$ cat src/hw/rtl/tcw_pkg.sv
// ----------------------------------------------------------------------------
// tcw_pkg: shared definitions for the text-mode console writer
// Screen geometry, character codes, operation and command types.
// ----------------------------------------------------------------------------
package tcw_pkg;

  // Screen geometry
  localparam int unsigned COLUMNS    = 80;
  localparam int unsigned ROWS       = 25;
  localparam int unsigned CELL_COUNT = COLUMNS * ROWS;

  localparam int unsigned ADDR_W = $clog2(CELL_COUNT);
  localparam int unsigned COL_W  = $clog2(COLUMNS);
  localparam int unsigned ROW_W  = (ROWS > 2) ? $clog2(ROWS) : 1;

  // Field widths
  localparam int unsigned OPCODE_W    = 2;
  localparam int unsigned CHAR_W      = 8;
  localparam int unsigned CELL_ADDR_W = 11;
  localparam int unsigned CURSOR_W    = 11;
  localparam int unsigned COLOR_W     = 4;
  localparam int unsigned ATTR_W      = 2 * COLOR_W;
  localparam int unsigned CELL_W      = CHAR_W + ATTR_W;
  localparam int unsigned CFG_IDX_W   = 1;

  // Character codes and limits
  localparam logic [CHAR_W-1:0] NEWLINE_CODE = 8'd10;
  localparam logic [CHAR_W-1:0] RETURN_CODE  = 8'd13;
  localparam logic [CHAR_W-1:0] BLANK_CODE   = 8'd32;
  localparam int unsigned       ERASE_FLOOR  = 4;

  localparam logic [COLOR_W-1:0] RESET_FG = 4'hF;
  localparam logic [COLOR_W-1:0] RESET_BG = 4'h0;
  localparam logic [CELL_W-1:0]  RESET_CELL = {RESET_BG, RESET_FG, BLANK_CODE};

  // Command queue between front and back
  localparam int unsigned QUEUE_DEPTH = 2;
  localparam int unsigned QPTR_W      = (QUEUE_DEPTH > 2) ? $clog2(QUEUE_DEPTH) : 1;
  localparam int unsigned QCNT_W      = $clog2(QUEUE_DEPTH + 1);

  typedef enum logic [OPCODE_W-1:0] {
    OP_PUT   = 2'd0,
    OP_ERASE = 2'd1,
    OP_CLEAR = 2'd2,
    OP_READ  = 2'd3
  } op_e;

  typedef enum logic [CFG_IDX_W-1:0] {
    CFG_FG = 1'b0,
    CFG_BG = 1'b1
  } cfg_reg_e;

  // Long-running work the back part performs after the optional cell write
  typedef enum logic [1:0] {
    ACT_NONE   = 2'd0,
    ACT_SCROLL = 2'd1,
    ACT_FILL   = 2'd2,
    ACT_READ   = 2'd3
  } act_e;

  typedef struct packed {
    logic                  wr_en;
    logic [ADDR_W-1:0]     wr_addr;
    logic [CELL_W-1:0]     wr_word;
    act_e                  act;
    logic                  rd_valid;
    logic [ADDR_W-1:0]     rd_addr;
    logic [ATTR_W-1:0]     attr;
    logic [CURSOR_W-1:0]   cursor_position;
    logic                  cursor_updated;
    logic                  scrolled;
  } cmd_t;

  typedef struct packed {
    logic [CURSOR_W-1:0] cursor_position;
    logic                cursor_updated;
    logic                scrolled;
    logic [CELL_W-1:0]   cell_data;
  } rsp_t;

endpackage

$ cat src/hw/rtl/tcw_queue.sv
// ----------------------------------------------------------------------------
// tcw_queue: command queue between front and back
// Small register FIFO of decoded commands.
// ----------------------------------------------------------------------------
module tcw_queue import tcw_pkg::*; (
  input  logic clk_i,
  input  logic rst_ni,
  input  logic push_i,
  input  cmd_t push_cmd_i,
  output logic full_o,
  input  logic pop_i,
  output logic empty_o,
  output cmd_t head_o
);

  cmd_t              entry_q [QUEUE_DEPTH];
  logic [QPTR_W-1:0] wr_ptr_q, rd_ptr_q;
  logic [QCNT_W-1:0] count_q;

  assign full_o  = count_q == QCNT_W'(QUEUE_DEPTH);
  assign empty_o = count_q == '0;
  assign head_o  = entry_q[rd_ptr_q];

  always_ff @(posedge clk_i) begin
    if (push_i) begin
      entry_q[wr_ptr_q] <= push_cmd_i;
    end
  end

  always_ff @(posedge clk_i or negedge rst_ni) begin
    if (!rst_ni) begin
      wr_ptr_q <= '0;
      rd_ptr_q <= '0;
      count_q  <= '0;
    end else begin
      if (push_i) begin
        wr_ptr_q <= (wr_ptr_q == QPTR_W'(QUEUE_DEPTH - 1)) ? '0 : wr_ptr_q + QPTR_W'(1);
      end
      if (pop_i) begin
        rd_ptr_q <= (rd_ptr_q == QPTR_W'(QUEUE_DEPTH - 1)) ? '0 : rd_ptr_q + QPTR_W'(1);
      end
      if (push_i && !pop_i) begin
        count_q <= count_q + QCNT_W'(1);
      end else if (pop_i && !push_i) begin
        count_q <= count_q - QCNT_W'(1);
      end
    end
  end

  a_no_overflow: assert property (@(posedge clk_i) disable iff (!rst_ni)
    !(push_i && full_o))
    else $error("command pushed into a full queue");

  a_no_underflow: assert property (@(posedge clk_i) disable iff (!rst_ni)
    !(pop_i && empty_o))
    else $error("command popped from an empty queue");

endmodule

$ cat config.mk
export PLATFORM = sky130hd
export DESIGN_NAME = tcw_queue
export DESIGN_NICKNAME = d
export VERILOG_FILES = /design/src/hw/rtl/tcw_pkg.sv /design/src/hw/rtl/tcw_queue.sv
export SDC_FILE = /design/constraint.sdc
export NUM_CORES = 1
export LEC_CHECK = 0
export ABC_AREA = 0
export BUFFER_PORTS_ARGS = -buffer_cell sky130_fd_sc_hd__buf_2
export CORE_MARGIN = 2
export CORE_UTILIZATION = 30
export DETAILED_ROUTE_END_ITERATION = 6
export HOLD_SLACK_MARGIN = 0.15
export PLACE_DENSITY = 0.52
export SLEW_MARGIN = 5
export SYNTH_ARGS = -nofsm -noshare
export SYNTH_HDL_FRONTEND = slang
export SYNTH_SLANG_ARGS = --single-unit
$ cat constraint.sdc
create_clock -name clk_i -period 3.77 [get_ports clk_i]
set_clock_uncertainty 0.1 [all_clocks]
set_input_delay 0.377 -clock clk_i [delete_from_list [all_inputs] [get_ports clk_i]]
set_output_delay 0.377 -clock clk_i [all_outputs]
set_load 0.02 [all_outputs]
Yosys cells after proc, flatten, opt, wreduce, memory -nomap -nowiden
Memories as Yosys holds them, arrays and structs flattened.
Index checks and enable logic that the tools add are counted.
- RAM bits: 126
- bits in registers: 4
- output and inout port bits: 65
- input bits: 67
- word-level logic and storage cells: 21
- memories kept: 1
- memory list (name ; depth ; width ; read ports ; clocked after memory_dff ; wr ports ; RTL line ; source):
    entry_q ; 2 ; 63 ; 1 ; 0 ; 1 ; tcw_queue.sv:16 ; cmd_t entry_q [QUEUE_DEPTH];
- equality and inequality tests: 1
- $add $sub $neg: 4
- muxes and demuxes: 6
- reduce and logical (&&, ||, !) cells: 6
- operators by type and width (cell ; number):
    two-way mux 1 bit ; 4
    two-way mux 2 bit ; 2
    adder 1 bit, second input constant ; 2
    adder 2 x 1 -> 2 bit, second input constant ; 1
    == test 2 bit, second input constant ; 1
    logical AND 1 bit ; 2
    zero test 1 bit ; 2
    zero test 2 bit ; 1
    nonzero test 2 bit ; 1
    subtractor 2 x 1 -> 2 bit, second input constant ; 1

Logic depth before layout (Yosys ltp)
- depth in word-level cells: 4
- gate-level depth with buffers: 5
- mapped depth without buffers: 5

Least setup slack after synthesis
No wires, ideal clock.
- path type: register to register
- start point: reg wr_ptr_q
- end point: mem entry_q[0][0] in the netlist's numbering (enable)
- data required time: 3178 ps
- arrival time: 3203 ps
- setup slack: -25 ps
- library setup time: 492 ps
- clock period less this slack: 3795 ps
- path buffers: 0
- stages on the path, launching flop included: 2
- cell sequence: dfrtp_1 -> nor2b_1
- RTL lines (element ; RTL line ; source):
    start, declared ; tcw_queue.sv:17 ; logic [QPTR_W-1:0] wr_ptr_q, rd_ptr_q;
    start signal, assigned ; tcw_queue.sv:37 ; wr_ptr_q <= (wr_ptr_q == QPTR_W'(QUEUE_DEPTH - 1)) ? '0 : wr_ptr_q + QPTR_W'(1);
    end, declared ; tcw_queue.sv:16 ;
Straight into the memory's write port.

==> key figures <==
Synthesis
  • Dominant cell type by area after synthesis: edfxtp_1
  • Sequential fraction of the synthesis area: 0.772
  • Yosys warning total: 0
  • #FFs+latches synth: 130
  • Gate Count Post-Synth: 212
  • Synth top area share: 0.752
  • Synth unique cells: 13
  • Mapped Nets: 280
  • Avg Inst Size Synth: 23.7 sq um
  • Post-synthesis cell area: approximately 5000 sq um
  • Synth top area cells: edfxtp_1 75%, mux2_4 18%, buf_12 2.4%

Detailed routing
  • Drc violations: 0
  • Drt via density: 4.03
  • Avg WL per Cell: roughly 14 um
  • Detailed Routing Iterations Pass 1: 4
  • Via count: 2632
  • ANT nets after route: 0
  • 1st-iter DRT viols: 105
  • Wirelength, routed: about 9.3 mm

Floorplanning
  • Die area: between 15000 and 20000 sq um
  • Die W: approximately 130 um
  • FP Rows: between 40 and 50
  • I/O Pins: 132
  • Die Ht: 134 um
  • Initial Util: 0.306
  • CORE AREA: 16500 sq um

Global routing
  • First-pass GRT wire length: 14.5 mm
  • Global route overflow: 0
  • Pin count of the biggest net entering global routing: 64
  • Initial antenna violation count: 0
  • Number of global-route vias before repair: 2900
  • GRT Total Usage: 0.110

Cells and area
  • Post-route cell area: 7080 sq um
  • FILL cells: roughly 1500
  • Layout cells sized above 1: 0.508
  • Commonest non-fill, non-tap cell in the layout: buf_2
  • Most frequent cells in the layout: 131 x buf_2, 126 x edfxtp_1, 66 x dlygate4sd3_1
  • # diodes: 0
  • Finished Core Util: 0.430
  • Final nets: 491
  • Area Growth Syn to Fin: 40.8%
  • Non-filler instance count after layout: 653

Place
  • Placer Congestion: 0.615
  • Dpl cells: 558
  • IO buf count: approximately 130
  • Post-detail-place hpwl: 5.33 mm
  • Post-DP Area: approximately 5900 sq um
  • Dpl ws: 1.63 ns

Critical path
  • Critical Path Max Stage Delay: 0.71 ns
  • Crit path DAT: 2.09 ns
  • R2R setup slack: 2.01 ns
  • FF-to-FF End: entry_q[0][7]$_DFFE_PP_
  • Worst reg-to-reg path cell count: 2
  • Critical R2R Launch: wr_ptr_q$_DFFE_PN0P_
  • Max stage delay cell, worst path: dfrtp_4
  • CP max FO: 42
  • Req. time, crit path: 3.29 ns
  • Worst path cell trace: buf_12, mux2_2, buf_2
  • Endpoint class of the critical path: output port
  • Nature of the critical path startpoint: flip-flop
  • Critical path type: reg -> out

Worst hold path
  • Worst min-delay path class: in -> async

Outcome
  • Outcome: completed

Clocking
  • CTS Root Buffer Type: clkbuf_16
  • Clock latency at the later pin of the worst-skew pair: about 0.4 ns
  • CTS Buf Count: 17
  • Bufs on Longest Clock Path: 2
  • Clock sinks: 130
  • H-tree Lvls: 4
  • CTS tree: yes
  • Clock slew seen by the registers of the worst setup and hold paths: 0.05 ns

Power
  • Pwr/cell area: 748 nW/um^2
  • Overall Power: 5.30 mW
  • Worst VDD drop: 339 uV
  • Leakage: 2.86 nW

STA
  • Relative slew slack: 0.385
  • Final Hold Vio Count: 0
  • Worst Setup Slack, final: 1.20 ns
  • Hold WS: around 0.22 ns
  • F_max: slightly below 0.4 GHz
  • Final period utilization: 0.681
  • Final setup fails: 0
  • Final Max Slew Viols: 0
  • RSZ-0062 raised after global routing: no
  • Clock period minus worst slack: 2.57 ns
  • Setup total negative slack: 0 ns
  • Worst slew pin tran: between 0.9 and 1 ns

Flow run
  • Maxcap violations: 0
## state kept, by name (all words and copies together), names as in the netlist
register  count
rd_ptr_q      1
entry_q     126
wr_ptr_q      1
count_q       2
## worst max path at each step
| stage | from | to | slack (ns) |
|---|---|---|---|
| after floorplan | wr_ptr_q$_DFFE_PN0P_ | entry_q[0][0]$_DFFE_PP_ | 1.19 |
| after global placement | rd_ptr_q$_DFFE_PN0P_ | head_o[42] | 1.63 |
| after detailed placement | rd_ptr_q$_DFFE_PN0P_ | head_o[42] | 1.63 |
| after CTS | rd_ptr_q$_DFFE_PN0P_ | head_o[42] | 1.17 |
| after global routing | rd_ptr_q$_DFFE_PN0P_ | head_o[42] | 1.13 |
| final | rd_ptr_q$_DFFE_PN0P_ | head_o[42] | 1.20 |
## where the power goes
group,internal [mW],switching (mW)
sequential,1.93,0.147
clock,1.01,0.546
combinational,0.782,0.887
total,3.72,1.58
## kinds of logic after synthesis
| group | count (synthesis) | share of synthesized area |
|---|---|---|
| xor+xnor | 5 | 0.00870 |
| fa+ha+maj | 1 | 0.00249 |
| buf+inv | 8 | 0.0269 |
| flops | 130 | 0.772 |
| mux | 63 | 0.185 |
| simple gates | 5 | 0.00522 |
## worst max-delay path: cells and delay by family (launching register included)
family | cells | cell delay [ns]
DFF | 1 | 0.71
buffers and inverters | 2 | 0.50
muxes | 1 | 0.38
## metal layers
metal  GRT usage  up-vias  part of all wire
li1            -     1256                 -
met1       0.126     1272              0.43
met2       0.183       85              0.50
met3      0.0361       19             0.054
met4      0.0579        0             0.023
met5           0        -                 0
## final cells by class
type / count / area, sq um / share of cell area
Sequential cell: 130 / 3890 / 0.549
Clock inverter: 11 / 121 / 0.0171
Clock buffer: 18 / 429 / 0.0606
Multi-Input combinational cell: 74 / 1020 / 0.144
Timing Repair Buffer: 199 / 1340 / 0.190
Tap cell: 220 / 275 / 0.0389
Inverter: 1 / 3.75 / 0.000530
## repair_timing
item | in CTS | in global routing
endpoints found under the setup margin | 0 | 0
hold buffers | 66 | 0
buffers inserted | 0 | 0
endpoints found under the hold margin | 132 | 0
resized for setup | 0 | 0
## Yosys cell counts, drive strengths merged
| master | n |
|---|---|
| dfrtp | 4 |
| nor2 | 2 |
| nor2b | 2 |
| xnor2 | 1 |
| and2 | 1 |
| mux2 | 63 |
| buf | 7 |
| inv | 1 |
| ha | 1 |
| xor2 | 4 |
| edfxtp | 126 |
Power figures use the tool's default switching activity.
