**src/hw/rtl/tcw_pkg.sv**
```systemverilog
// ----------------------------------------------------------------------------
// tcw_pkg: shared definitions for the text-mode console writer
// Screen geometry, character codes, operation and command types.
// ----------------------------------------------------------------------------
package tcw_pkg;

  // Screen geometry
  localparam int unsigned COLUMNS    = 80;
  localparam int unsigned ROWS       = 25;
  localparam int unsigned CELL_COUNT = COLUMNS * ROWS;

  localparam int unsigned ADDR_W = $clog2(CELL_COUNT);
  localparam int unsigned COL_W  = $clog2(COLUMNS);
  localparam int unsigned ROW_W  = (ROWS > 2) ? $clog2(ROWS) : 1;

  // Field widths
  localparam int unsigned OPCODE_W    = 2;
  localparam int unsigned CHAR_W      = 8;
  localparam int unsigned CELL_ADDR_W = 11;
  localparam int unsigned CURSOR_W    = 11;
  localparam int unsigned COLOR_W     = 4;
  localparam int unsigned ATTR_W      = 2 * COLOR_W;
  localparam int unsigned CELL_W      = CHAR_W + ATTR_W;
  localparam int unsigned CFG_IDX_W   = 1;

  // Character codes and limits
  localparam logic [CHAR_W-1:0] NEWLINE_CODE = 8'd10;
  localparam logic [CHAR_W-1:0] RETURN_CODE  = 8'd13;
  localparam logic [CHAR_W-1:0] BLANK_CODE   = 8'd32;
  localparam int unsigned       ERASE_FLOOR  = 4;

  localparam logic [COLOR_W-1:0] RESET_FG = 4'hF;
  localparam logic [COLOR_W-1:0] RESET_BG = 4'h0;
  localparam logic [CELL_W-1:0]  RESET_CELL = {RESET_BG, RESET_FG, BLANK_CODE};

  // Command queue between front and back
  localparam int unsigned QUEUE_DEPTH = 2;
  localparam int unsigned QPTR_W      = (QUEUE_DEPTH > 2) ? $clog2(QUEUE_DEPTH) : 1;
  localparam int unsigned QCNT_W      = $clog2(QUEUE_DEPTH + 1);

  typedef enum logic [OPCODE_W-1:0] {
    OP_PUT   = 2'd0,
    OP_ERASE = 2'd1,
    OP_CLEAR = 2'd2,
    OP_READ  = 2'd3
  } op_e;

  typedef enum logic [CFG_IDX_W-1:0] {
    CFG_FG = 1'b0,
    CFG_BG = 1'b1
  } cfg_reg_e;

  // Long-running work the back part performs after the optional cell write
  typedef enum logic [1:0] {
    ACT_NONE   = 2'd0,
    ACT_SCROLL = 2'd1,
    ACT_FILL   = 2'd2,
    ACT_READ   = 2'd3
  } act_e;

  typedef struct packed {
    logic                  wr_en;
    logic [ADDR_W-1:0]     wr_addr;
    logic [CELL_W-1:0]     wr_word;
    act_e                  act;
    logic                  rd_valid;
    logic [ADDR_W-1:0]     rd_addr;
    logic [ATTR_W-1:0]     attr;
    logic [CURSOR_W-1:0]   cursor_position;
    logic                  cursor_updated;
    logic                  scrolled;
  } cmd_t;

  typedef struct packed {
    logic [CURSOR_W-1:0] cursor_position;
    logic                cursor_updated;
    logic                scrolled;
    logic [CELL_W-1:0]   cell_data;
  } rsp_t;

endpackage

```
**src/hw/rtl/tcw_if.sv**
```systemverilog
// ----------------------------------------------------------------------------
// tcw_if: channel interfaces of the text-mode console writer
// Command, response and configuration channels with valid/ready.
// ----------------------------------------------------------------------------
interface tcw_cmd_if import tcw_pkg::*; ();
  logic                   valid;
  logic                   ready;
  logic [OPCODE_W-1:0]    opcode;
  logic [CHAR_W-1:0]      char_code;
  logic [CELL_ADDR_W-1:0] cell_address;

  modport source (output valid, opcode, char_code, cell_address, input ready);
  modport sink   (input valid, opcode, char_code, cell_address, output ready);
endinterface


interface tcw_cfg_if import tcw_pkg::*; ();
  logic                 valid;
  logic                 ready;
  logic [CFG_IDX_W-1:0] index;
  logic [COLOR_W-1:0]   data;

  modport source (output valid, index, data, input ready);
  modport sink   (input valid, index, data, output ready);
endinterface

```
**src/hw/rtl/tcw_front.sv**
```systemverilog
// ----------------------------------------------------------------------------
// tcw_front: command decode and cursor tracking
// Accepts commands, moves the cursor and emits memory commands.
// ----------------------------------------------------------------------------
module tcw_front import tcw_pkg::*; (
  input  logic      clk_i,
  input  logic      rst_ni,
  tcw_cmd_if.sink   cmd_i,
  tcw_cfg_if.sink   cfg_i,
  input  logic      init_done_i,
  input  logic      q_full_i,
  output logic      push_o,
  output cmd_t      push_cmd_o
);

  logic [COL_W-1:0]   col_q, col_d;
  logic [ROW_W-1:0]   row_q, row_d;
  logic [ADDR_W-1:0]  base_q, base_d;   // row_q * COLUMNS, kept incrementally
  logic [COLOR_W-1:0] fg_q, bg_q;
  logic [ATTR_W-1:0]  attr;
  logic [COL_W:0]     col_inc;
  logic               adv;
  cmd_t               cmd_d;

  assign cfg_i.ready = 1'b1;
  assign cmd_i.ready = init_done_i && !q_full_i;
  assign push_o      = cmd_i.valid && cmd_i.ready;
  assign push_cmd_o  = cmd_d;
  assign attr        = {bg_q, fg_q};
  assign col_inc     = {1'b0, col_q} + (COL_W + 1)'(1);

  always_comb begin
    col_d  = col_q;
    row_d  = row_q;
    base_d = base_q;
    adv    = 1'b0;
    cmd_d          = '0;
    cmd_d.act      = ACT_NONE;
    cmd_d.attr     = attr;
    cmd_d.rd_addr  = ADDR_W'(cmd_i.cell_address);
    case (op_e'(cmd_i.opcode))
      OP_PUT: begin
        cmd_d.cursor_updated = 1'b1;
        if (cmd_i.char_code == NEWLINE_CODE) begin
          col_d = '0;
          adv   = 1'b1;
        end else if (cmd_i.char_code == RETURN_CODE) begin
          col_d = '0;
        end else begin
          cmd_d.wr_en   = 1'b1;
          cmd_d.wr_addr = base_q + ADDR_W'(col_q);
          cmd_d.wr_word = {attr, cmd_i.char_code};
          if (col_inc == (COL_W + 1)'(COLUMNS)) begin
            col_d = '0;
            adv   = 1'b1;
          end else begin
            col_d = col_inc[COL_W-1:0];
          end
        end
        if (adv) begin
          if (row_q == ROW_W'(ROWS - 1)) begin
            col_d          = '0;
            cmd_d.act      = ACT_SCROLL;
            cmd_d.scrolled = 1'b1;
          end else begin
            row_d  = row_q + ROW_W'(1);
            base_d = base_q + ADDR_W'(COLUMNS);
          end
        end
      end
      OP_ERASE: begin
        if (32'(col_q) >= ERASE_FLOOR) begin
          if (col_q != COL_W'(ERASE_FLOOR)) begin
            col_d = col_q - COL_W'(1);
          end
          cmd_d.wr_en          = 1'b1;
          cmd_d.wr_addr        = base_q + ADDR_W'(col_d);
          cmd_d.wr_word        = {attr, BLANK_CODE};
          cmd_d.cursor_updated = 1'b1;
        end
      end
      OP_CLEAR: begin
        col_d  = '0;
        row_d  = '0;
        base_d = '0;
        cmd_d.act            = ACT_FILL;
        cmd_d.cursor_updated = 1'b1;
      end
      OP_READ: begin
        cmd_d.act      = ACT_READ;
        cmd_d.rd_valid = 32'(cmd_i.cell_address) < CELL_COUNT;
      end
      default: ;
    endcase
    cmd_d.cursor_position = CURSOR_W'(base_d + ADDR_W'(col_d));
  end

  always_ff @(posedge clk_i or negedge rst_ni) begin
    if (!rst_ni) begin
      col_q  <= '0;
      row_q  <= '0;
      base_q <= '0;
      fg_q   <= RESET_FG;
      bg_q   <= RESET_BG;
    end else begin
      if (push_o) begin
        col_q  <= col_d;
        row_q  <= row_d;
        base_q <= base_d;
      end
      if (cfg_i.valid && cfg_i.ready) begin
        case (cfg_reg_e'(cfg_i.index))
          CFG_FG:  fg_q <= cfg_i.data;
          CFG_BG:  bg_q <= cfg_i.data;
          default: ;
        endcase
      end
    end
  end

  a_cursor_in_screen: assert property (@(posedge clk_i) disable iff (!rst_ni)
    (32'(col_q) < COLUMNS) && (32'(row_q) < ROWS) &&
    (32'(base_q) == 32'(row_q) * COLUMNS))
    else $error("cursor left the screen or row base out of step");

endmodule

```
**src/flat_wrapper.sv**
```systemverilog
// flat-port wrapper written by rule: the top's interface ports become plain ports
module tcw_front_flat import tcw_pkg::*;
  (clk_i, rst_ni, init_done_i, q_full_i, push_o, push_cmd_o, cmd_i_valid, cmd_i_opcode, cmd_i_char_code, cmd_i_cell_address, cmd_i_ready, cfg_i_valid, cfg_i_index, cfg_i_data, cfg_i_ready);
  tcw_cmd_if cmd_i_i ();
  tcw_cfg_if cfg_i_i ();
  input  logic clk_i;
  input  logic rst_ni;
  input  logic init_done_i;
  input  logic q_full_i;
  output logic push_o;
  output cmd_t push_cmd_o;
  input wire logic [$bits(cmd_i_i.valid)-1:0] cmd_i_valid;
  input wire logic [$bits(cmd_i_i.opcode)-1:0] cmd_i_opcode;
  input wire logic [$bits(cmd_i_i.char_code)-1:0] cmd_i_char_code;
  input wire logic [$bits(cmd_i_i.cell_address)-1:0] cmd_i_cell_address;
  output wire logic [$bits(cmd_i_i.ready)-1:0] cmd_i_ready;
  input wire logic [$bits(cfg_i_i.valid)-1:0] cfg_i_valid;
  input wire logic [$bits(cfg_i_i.index)-1:0] cfg_i_index;
  input wire logic [$bits(cfg_i_i.data)-1:0] cfg_i_data;
  output wire logic [$bits(cfg_i_i.ready)-1:0] cfg_i_ready;
  assign cmd_i_i.valid = cmd_i_valid;
  assign cmd_i_i.opcode = cmd_i_opcode;
  assign cmd_i_i.char_code = cmd_i_char_code;
  assign cmd_i_i.cell_address = cmd_i_cell_address;
  assign cmd_i_ready = cmd_i_i.ready;
  assign cfg_i_i.valid = cfg_i_valid;
  assign cfg_i_i.index = cfg_i_index;
  assign cfg_i_i.data = cfg_i_data;
  assign cfg_i_ready = cfg_i_i.ready;
  tcw_front u_core (.clk_i(clk_i), .rst_ni(rst_ni), .cmd_i(cmd_i_i), .cfg_i(cfg_i_i), .init_done_i(init_done_i), .q_full_i(q_full_i), .push_o(push_o), .push_cmd_o(push_cmd_o));
endmodule
```
**config.mk**
```make
export PLATFORM = sky130hd
export DESIGN_NAME = tcw_front_flat
export DESIGN_NICKNAME = d
export VERILOG_FILES = /design/src/hw/rtl/tcw_pkg.sv /design/src/hw/rtl/tcw_if.sv /design/src/hw/rtl/tcw_front.sv /design/src/flat_wrapper.sv
export SDC_FILE = /design/constraint.sdc
export NUM_CORES = 1
export LEC_CHECK = 0
export BUFFER_PORTS_ARGS = -buffer_cell sky130_fd_sc_hd__buf_4
export CORE_MARGIN = 5
export CORE_UTILIZATION = 45
export CTS_CLUSTER_DIAMETER = 150
export DETAILED_ROUTE_END_ITERATION = 8
export PLACE_DENSITY = 0.76
export SYNTH_ARGS = -nofsm -noshare
export SYNTH_HDL_FRONTEND = slang
export SYNTH_SLANG_ARGS = --single-unit
```
**constraint.sdc**
```tcl
create_clock -name clk_i -period 12.8 [get_ports clk_i]
set_input_delay 3.2 -clock clk_i [delete_from_list [all_inputs] [get_ports clk_i]]
set_output_delay 3.2 -clock clk_i [all_outputs]
set_load 0.03 [all_outputs]
```
## Word-level counts from Yosys, hierarchy flattened

Index checks and enable logic that the tools add are counted.

- Register bits after elaboration: 31
- Input port bits: 32
- Output and inout bits: 66
- Logic and storage cells: 67

- $add $sub $neg: 7
- $lt $le $gt $ge: 2
- Equal/unequal tests: 10
- Mux-type cells: 33
- Bitwise gates (word level): 1
- Reduce and logical (&&, ||, !) cells: 9

Operators by type and width:

| kind | count |
|---|---|
| 28-bit 2-to-1 mux | 3 |
| 7-bit 2-to-1 mux | 9 |
| 28-bit case mux with 2 select lines | 1 |
| 11-bit by 7-bit adder with 11-bit output | 3 |
| 11-bit 2-to-1 mux | 2 |
| 11-bit case mux with 2 select lines | 1 |
| 7-bit case mux with 3 select lines | 1 |
| 8-bit by 4-bit equality test with 1-bit output, second input constant | 2 |
| 11-bit by 7-bit adder with 11-bit output, second input constant | 1 |
| 11-bit less-than comparator, second input constant | 1 |
| 1-bit 2-to-1 mux | 11 |
| 5-bit 2-to-1 mux | 2 |
| 5-bit case mux with 2 select lines | 1 |
| 7-bit by 1-bit adder with 8-bit output, second input constant | 1 |
| 8-bit by 7-bit equality test with 1-bit output, second input constant | 1 |
| 7-bit by 3-bit greater-or-equal comparator with 1-bit output, second input constant | 1 |
| 7-bit by 3-bit != test with 1-bit output, second input constant | 1 |
| 7-bit by 1-bit subtractor with 7-bit output, second input constant | 1 |
| 2-bit case mux with 3 select lines | 1 |
| 5-bit by 1-bit adder with 5-bit output, second input constant | 1 |
| 5-bit equality test, second input constant | 1 |
| 2-bit equality test, second input constant | 2 |
| 2-bit AND reduction | 2 |
| 4-bit AND reduction | 1 |
| 10 further kinds | 11 |

## Longest topological paths before layout

Gate-level depths: netlist of the first run.

- Depth in word-level cells: 9
- Mapped depth: 18
- Gate-level depth less buffers: 18

## Worst setup path after synthesis of the first run

OpenSTA, ideal clock, no wires.

- Kind: input to output
- From: input port cmd_i_char_code[1]
- To: output port push_cmd_o[12] in the netlist's numbering
- Arrival time: 6456 ps
- Setup slack: 3144 ps
- Cell stages on the path: 16
- Path buffers: 0
- Path through: and3b_1 > nand4_1 > a21bo_2 > a211oi_2 > o21ai_1 > a211oi_1 > ha_1 > inv_1 > fa_1 > nor2b_1 > o31a_1 > o21ai_0 > nand2b_1 > a21oi_1 > nor4_2 > xor2_1

RTL lines:

| what | RTL line | source |
|---|---|---|
| start: declaration | flat_wrapper.sv:14 | `input wire logic [$bits(cmd_i_i.char_code)-1:0] cmd_i_char_code;` |
| end: declaration | flat_wrapper.sv:11 | `output cmd_t push_cmd_o;` |

==> reports/results.ini, run 1 <==
[finish]
post_route_cells_drive_above_1_share_pct = 25.4
stdcell_count = 614
n_fill_cell = 741
antenna_cells_inserted = 0
multi_input_area_um2 = 2550
syn2layout_area_growth_pct = 19.2
finalCoreUtilization_pct = 55.3
count_of_nets_after_finishing = 572
post-route-cell-area_um2 = 4300
final-seq-area_um2 = 781

[grt]
grt_first_pass_wirelength_um = 17100
grt_start_max_net_pins = 32
track_usage_pct = 20.8
number_of_antenna_violations_at_the_first_check_in_global_routing = 0
grt_pass1_vias = 3587
grt.overflow.total = 0

[yosys]
synth_area_um2 = 3600
post-synth-top-count-cell = nor2_1
synth_xor_area_share_pct = 6.32
synth-compound-area-share_pct = 26.3
yosys_warnings = 0
synth_cell_count_leaders = nor2_1 (40), nand2_1 (34), o21ai_0 (30)
ys_ff_latch = 31
ys.flop_type = dfrtp_1
largest_family_of_logic_cells_by_synthesized_area = compound AO/OA/AOI/OAI gates
synthesis.instances = 450
synth_area_leader_cell = dfrtp_1
synth_area_leaders = dfrtp_1 (19%), ha_1 (9.0%), nor2_1 (4.2%)
synthMuxAreaShare_pct = 4.27
postSynthNetCount = 511
async_flop_share_pct = 100
post-synth-top-area-fraction_pct = 18.7
post_synth_num_cell_types = 76
yosysSeqAreaShare_pct = 21.7
synth-edff-count = 0
syn_avg_cell_area_um2 = 8.01
synth_simple_gate_area_share_pct = 23.0
synth_adder_area_share_pct = 10.7

[power]
switching_share_pct = 47.6
power.internal_w = 0.000284
net-switching-power_w = 0.000258
power.density_cell_area_nw_per_um2 = 126
power_frac_clock_pct = 14.7
standby_leakage_power_nw = 2.03
max-vdd-ir-drop_mv = 0.0723
power_w = 0.000542
power.sequential.fraction_pct = 26.4
power_frac_comb_pct = 58.8

[setup_path]
cp_slowest_stage_delay_ns = 0.59
end_kind = primary output
timing.critical_path.buf_inv = 2
critical-path-top-delay-family = compound AO/OA/AOI/OAI gates
startpoint_type = input pin
timing.critical_path.required_ns = 9.60
timing.critical_path.arrival_ns = 7.33
critical_path.max_fanout = 29
setup.worst_path.class = input pin to primary output
critical_path.cell_chain = buf_4 -> nor2_1 -> nand2_1 -> a21oi_2 -> nand2_1 -> o211ai_1 -> ha_1 -> a21o_1 -> a21oi_1 -> nor2b_1 -> o21a_1 -> o41ai_1 -> nor3_1 -> mux2_1 -> buf_4
cp_slowest_cell = o41ai_1

[detailed_routing]
postRouteWirelength_um = 10300
drc_violation_count_after_routing = 0
drt_iter0_drc = 247
drt-vias-per-instance = 5.85
detailroute.via_count = 3591
drt-wirelength-per-cell_um = 16.8
detailedRoute.firstPassIterationCount = 5
postRouteAntennaNets = 0

[sta]
maxSlewHeadroom_pct = 44.0
timing.final.max_slew_violations = 0
min_cycle_time_layout_ns = 10.53
final.period_utilization_pct = 82.2
timing.clock.skew_ns = 0.00124
max_freq_mhz = 95.0
rsz0062_at_grt = false
totalNegativeSetupSlack_ns = 0
report.final.setup_viol = 0
finalHoldViolations = 0
max_slew.worst_pin.slew_ns = 0.838

[placement]
dp.final_hpwl_um = 8280
post-place-cells = 606
io_buffer_count = 88
dpl_cell_area_um2 = 4210
gpl.final_weighted_congestion = 0.907

[floorplan]
die_x_um = 99.5
die-height_um = 99.5
initial_cell_density_of_the_core_pct = 46.4
fp.coreArea_um2 = 7770
io-pin-count = 98
die_outline_area_um2 = 9900
fp-row-count = 32

[worst_hold_path]
hp-class = flop to flop

[clocking]
ctsRootBufferMaster = clkbuf_8
tritoncts = built
post_cts_hold_buffer_count = 0
clock_sink_count = 31
resized_after_cts = 0
cts_setup_buffers = 0
cts_buffers = 5
htreeDepth = 2
ctsLongestPathBuffers = 2
clk-insertion-delay-late_ns = 0.28
clk_pin_slew_ns = 0.07

[flow_run]
drv.max_cap_violation_count = 0

[outcome]
run_status = complete, no violations

-- layout by cell type, fill, tap and decap left out, types with 4 or more instances in the layout --
cell type / synthesis / final
a211oi_1: 5 / 5
nor2b_1: 12 / 12
clkbuf_8: 0 / 6
xor2_1: 11 / 11
o22ai_1: 8 / 8
dfstp_2: 4 / 4
xnor2_1: 15 / 15
inv_1: 23 / 23
o21ai_1: 7 / 7
buf_4: 13 / 88
nand2b_1: 4 / 4
mux2_2: 10 / 10
o21ai_0: 30 / 30
and2_1: 18 / 18
and3_1: 4 / 4
nand3_1: 5 / 5
o2111ai_1: 4 / 4
o21bai_1: 4 / 4
nand4_1: 6 / 6
nor3_1: 11 / 11
ha_1: 26 / 26
a22o_1: 7 / 7
nand2_1: 34 / 34
dfrtp_1: 27 / 27
a21oi_1: 23 / 23
a21o_1: 7 / 7
o211ai_1: 4 / 4
nor2_1: 40 / 40
a22oi_1: 5 / 5
-- sequential cells by signal, indices dropped and copies added (netlist names) --
name and cells:
u_core.row_q 5, u_core.bg_q 4, u_core.base_q 11, u_core.col_q 7, u_core.fg_q 4
-- layout make-up --
class / instances / share of cell area [%]
inverters: 24 / 2.10
multi-input cells: 361 / 59.3
clock inverters: 1 / 0.116
flip-flops and latches: 31 / 18.2
clock buffers: 7 / 2.01
well taps: 102 / 2.97
repair buffers: 88 / 15.4
-- metrics by stage --
stage / hold WS, ns / worst slack, ns
finish: 0.537 / 2.27
global route: 0.569 / 1.81
CTS: 0.543 / 2.35
detailed placement: 0.527 / 2.37
global placement: 0.511 / 2.58
floorplan: 0.497 / 3.14
-- power groups by stage --
stage          sequential (W)  combinational [W]  clock [W]
6_report             0.000143           0.000319  0.0000799
4_1_cts              0.000142           0.000319  0.0000814
3_3_place_gp         0.000143           0.000312          0
5_1_grt              0.000146           0.000349  0.0000861
2_1_floorplan        0.000135           0.000233          0
3_5_place_dp         0.000144           0.000318          0
-- cell families after synthesis --
logic type      count (synthesis)
mux                            14
fa+ha+maj                      29
other cells                     1
flops                          31
simple gates                  156
compound gates                135
xor+xnor                       26
buf+inv                        58
-- path summary, 6_finish.rpt --
| check | to | from | slack (ns) | cells after the start |
|---|---|---|---|---|
| max | push_cmd_o[11] | cmd_i_opcode[1] | 2.27 | 15 |
| min | u_core.bg_q[0] | u_core.bg_q[0] | 0.54 | 1 |
| max reg2reg | u_core.col_q[3] | u_core.col_q[1] | 10.14 | 8 |
| min reg2reg | u_core.bg_q[0] | u_core.bg_q[0] | 0.54 | 1 |
| max in group asynchronous | u_core.fg_q[3] | rst_ni | 9.62 | 1 |
| min in group asynchronous | u_core.col_q[5] | rst_ni | 2.85 | 1 |
-- per-layer routing --
| metal | track usage [%] | part of all wire (%) | vias to the layer above |
|---|---|---|---|
| met5 | 0 | 0 | - |
| met4 | 5.36 | 1.8 | 0 |
| met3 | 4.21 | 6.2 | 18 |
| met2 | 35.8 | 50 | 133 |
| met1 | 26.5 | 42 | 1699 |
| li1 | - | - | 1741 |
-- worst reg2reg max path, cell delays in order (launching register included) --
cell and delay, ns:
dfrtp_1 0.61, ha_1 0.32, nand2_1 0.13, nor3b_2 0.29
and2_1 0.23, a21bo_2 0.23, a21oi_2 0.15, a221o_1 0.35
a22o_1 0.24
Power figures use the tool's default switching activity.
==> inputs of run 2 (changes only) <==
--- a/config.mk
+++ b/config.mk
@@ -10,7 +10,7 @@
 export CORE_UTILIZATION = 45
 export CTS_CLUSTER_DIAMETER = 150
 export DETAILED_ROUTE_END_ITERATION = 8
-export PLACE_DENSITY = 0.76
+export PLACE_DENSITY = 0.79
 export SYNTH_ARGS = -nofsm -noshare
 export SYNTH_HDL_FRONTEND = slang
 export SYNTH_SLANG_ARGS = --single-unit
==> constraint.sdc (replaced) <==
create_clock -name clk_i -period 9.3 [get_ports clk_i]
set_input_delay 2.325 -clock clk_i [delete_from_list [all_inputs] [get_ports clk_i]]
set_output_delay 2.325 -clock clk_i [all_outputs]
set_load 0.03 [all_outputs]
==> reports/results.ini, run 2 (same netlist as run 1, synthesis figures left out) <==
[outcome]
run_status = complete, no violations  ; unchanged

[floorplan]
die_outline_area_um2 = 9900  ; unchanged
die-height_um = 99.5  ; unchanged
io-pin-count = 98  ; unchanged
fp.coreArea_um2 = 7770  ; unchanged
initial_cell_density_of_the_core_pct = 46.4  ; unchanged
die_x_um = 99.5  ; unchanged
fp-row-count = 32  ; unchanged

[clocking]
clk_pin_slew_ns = 0.07  ; about the same
ctsLongestPathBuffers = 2  ; unchanged
htreeDepth = 2  ; unchanged
cts_setup_buffers = 0  ; unchanged
tritoncts = built  ; unchanged
cts_buffers = 5  ; unchanged
clk-insertion-delay-late_ns = 0.28  ; about the same
clock_sink_count = 31  ; unchanged
ctsRootBufferMaster = clkbuf_8  ; unchanged
post_cts_hold_buffer_count = 0  ; unchanged
resized_after_cts = 0  ; unchanged

[sta]
totalNegativeSetupSlack_ns = 0  ; unchanged
timing.final.max_slew_violations = 0  ; unchanged
fin_hold_ws_ns = 0.539  ; was 0.537 ns
timing.clock.skew_ns = 0.00341  ; was 0.00124 ns
finalHoldViolations = 0  ; unchanged
min_cycle_time_layout_ns = 8.65
maxSlewHeadroom_pct = 43.3  ; was 44.0%
max_slew.worst_pin.slew_ns = 0.829  ; was 0.838 ns
max_freq_mhz = 116
final.period_utilization_pct = 93.1
rsz0062_at_grt = false  ; unchanged
report.final.setup_viol = 0  ; unchanged

[setup_path]
timing.critical_path.arrival_ns = 6.33  ; was 7.33 ns
end_kind = primary output  ; unchanged
reg2reg_slack_ns = 6.69  ; was 10.14 ns
crit-reg2reg-launch = u_core.col_q[1]  ; unchanged
ff2ff_path_depth = 8  ; unchanged
startpoint_type = input pin  ; unchanged
first_element_of_the_critical_path = cmd_i_opcode[1]  ; unchanged
critPathCapture = push_cmd_o[11]  ; unchanged
worst_r2r_endpoint = u_core.col_q[3]  ; unchanged
setup.worst_path.class = input pin to primary output  ; unchanged
timing.critical_path.required_ns = 6.98  ; was 9.60 ns
critical_path.max_fanout = 29  ; unchanged

[grt]
number_of_antenna_violations_at_the_first_check_in_global_routing = 0  ; unchanged
grt_first_pass_wirelength_um = 17000  ; was 17100 um
grt_pass1_vias = 3540  ; was 3587
globalRouteMet1Util_pct = 26.4  ; was 26.5%
track_usage_pct = 20.6  ; was 20.8%
grt_util_met3_pct = 3.30  ; was 4.21%
grt_start_max_net_pins = 32  ; unchanged
grt.overflow.total = 0  ; unchanged
globalRoute.busiestLayer = met2  ; unchanged
groute.layer.met2.usage_pct = 35.8  ; about the same

[finish]
largest_reg_flops = 11  ; unchanged
antenna_cells_inserted = 0  ; unchanged
final_common_cell = buf_4  ; unchanged
top_register = u_core.base_q  ; unchanged
post-route-cell-area_um2 = 4310  ; was 4300 um2
mostFrequentLayoutCells = buf_4 (88), nor2_1 (40), nand2_1 (34)  ; unchanged
post_route_cells_drive_above_1_share_pct = 25.4  ; unchanged
count_of_nets_after_finishing = 572  ; unchanged
syn2layout_area_growth_pct = 19.5  ; was 19.2%
biggestRegsByFlops = u_core.base_q (11), u_core.col_q (7), u_core.row_q (5)  ; unchanged

[detailed_routing]
postRouteAntennaNets = 0  ; unchanged
detailedRoute.firstPassIterationCount = 5  ; unchanged
drc_violation_count_after_routing = 0  ; unchanged
drt-vias-per-instance = 5.90  ; was 5.85
detailroute.via_count = 3624  ; was 3591
drt-wirelength-per-cell_um = 16.6  ; was 16.8 um
drt_iter0_drc = 293  ; was 247
postRouteWirelength_um = 10200  ; was 10300 um

[power]
power.density_cell_area_nw_per_um2 = 175  ; was 126 nW/um2
standby_leakage_power_nw = 2.03  ; about the same
max-vdd-ir-drop_mv = 0.100  ; was 0.0723 mV

[worst_hold_path]
holdPathStages = 1  ; unchanged
hp-class = flop to flop  ; unchanged

[placement]
io_buffer_count = 88  ; unchanged
dpl_cell_area_um2 = 4210  ; unchanged
gpl.final_weighted_congestion = 0.921  ; was 0.907
dp.final_hpwl_um = 8050  ; was 8280 um

[flow_run]
drv.max_cap_violation_count = 0  ; unchanged

==> run 2: area by class of cell <==
| cell class | count | area, um2 |
|---|---|---|
| Tap cell | 102 | 128 |
| Inverter | 24 | 90.1 |
| Fill cell | 740 | 3460 |
| Timing Repair Buffer | 88 | 661 |
| Multi-Input combinational cell | 361 | 2550 |
| Sequential cell | 31 | 781 |
| Clock buffer | 8 | 100 |
==> run 2: how the worst min path moves through the flow <==
stage	startpoint	endpoint	slack [ns]
3_5_place_dp	u_core.bg_q[0]	u_core.bg_q[0]	0.52
5_1_grt	u_core.bg_q[2]	u_core.bg_q[2]	0.56
3_3_place_gp	u_core.bg_q[1]	u_core.bg_q[1]	0.52
6_report	u_core.bg_q[0]	u_core.bg_q[0]	0.54
4_1_cts	u_core.bg_q[3]	u_core.bg_q[3]	0.54
2_1_floorplan	u_core.row_q[4]	u_core.row_q[4]	0.50
==> run 2: critical path: stages <==
cell	delay, ns
buf_4	0.22
nor2_1	0.47
nand2_1	0.46
a21oi_2	0.47
nand2_1	0.16
o211ai_1	0.11
ha_1	0.25
a21o_1	0.17
a21oi_1	0.22
nor2b_1	0.08
o21a_1	0.18
o41ai_1	0.56
nor3_1	0.15
mux2_1	0.34
buf_4	0.17
==> run 2: layer usage <==
layer	up-vias	wire length (um)
met5	-	0
met4	0	137
met3	15	675
met2	161	5070
met1	1712	4310
li1	1736	-
==> run 2: through the flow <==
step / total power [W] / cells / setup slack (ns) / util (%)
floorplan: 0.000505 / 450 / 1.39 / -
global placement: 0.000618 / 606 / 0.850 / 54.2
detailed placement: 0.000633 / 606 / 0.667 / 54.2
CTS: 0.000754 / 614 / 0.650 / 55.4
global route: 0.000803 / 614 / 0.249 / 55.4
finish: 0.000752 / 614 / 0.646 / 55.4
==> run 2: power breakdown <==
group,switching [W],internal [W],total (W)
logic,0.000264,0.000176,0.000440
registers,0.0000394,0.000155,0.000195
clock network,0.0000499,0.0000675,0.000117
total,0.000353,0.000399,0.000752
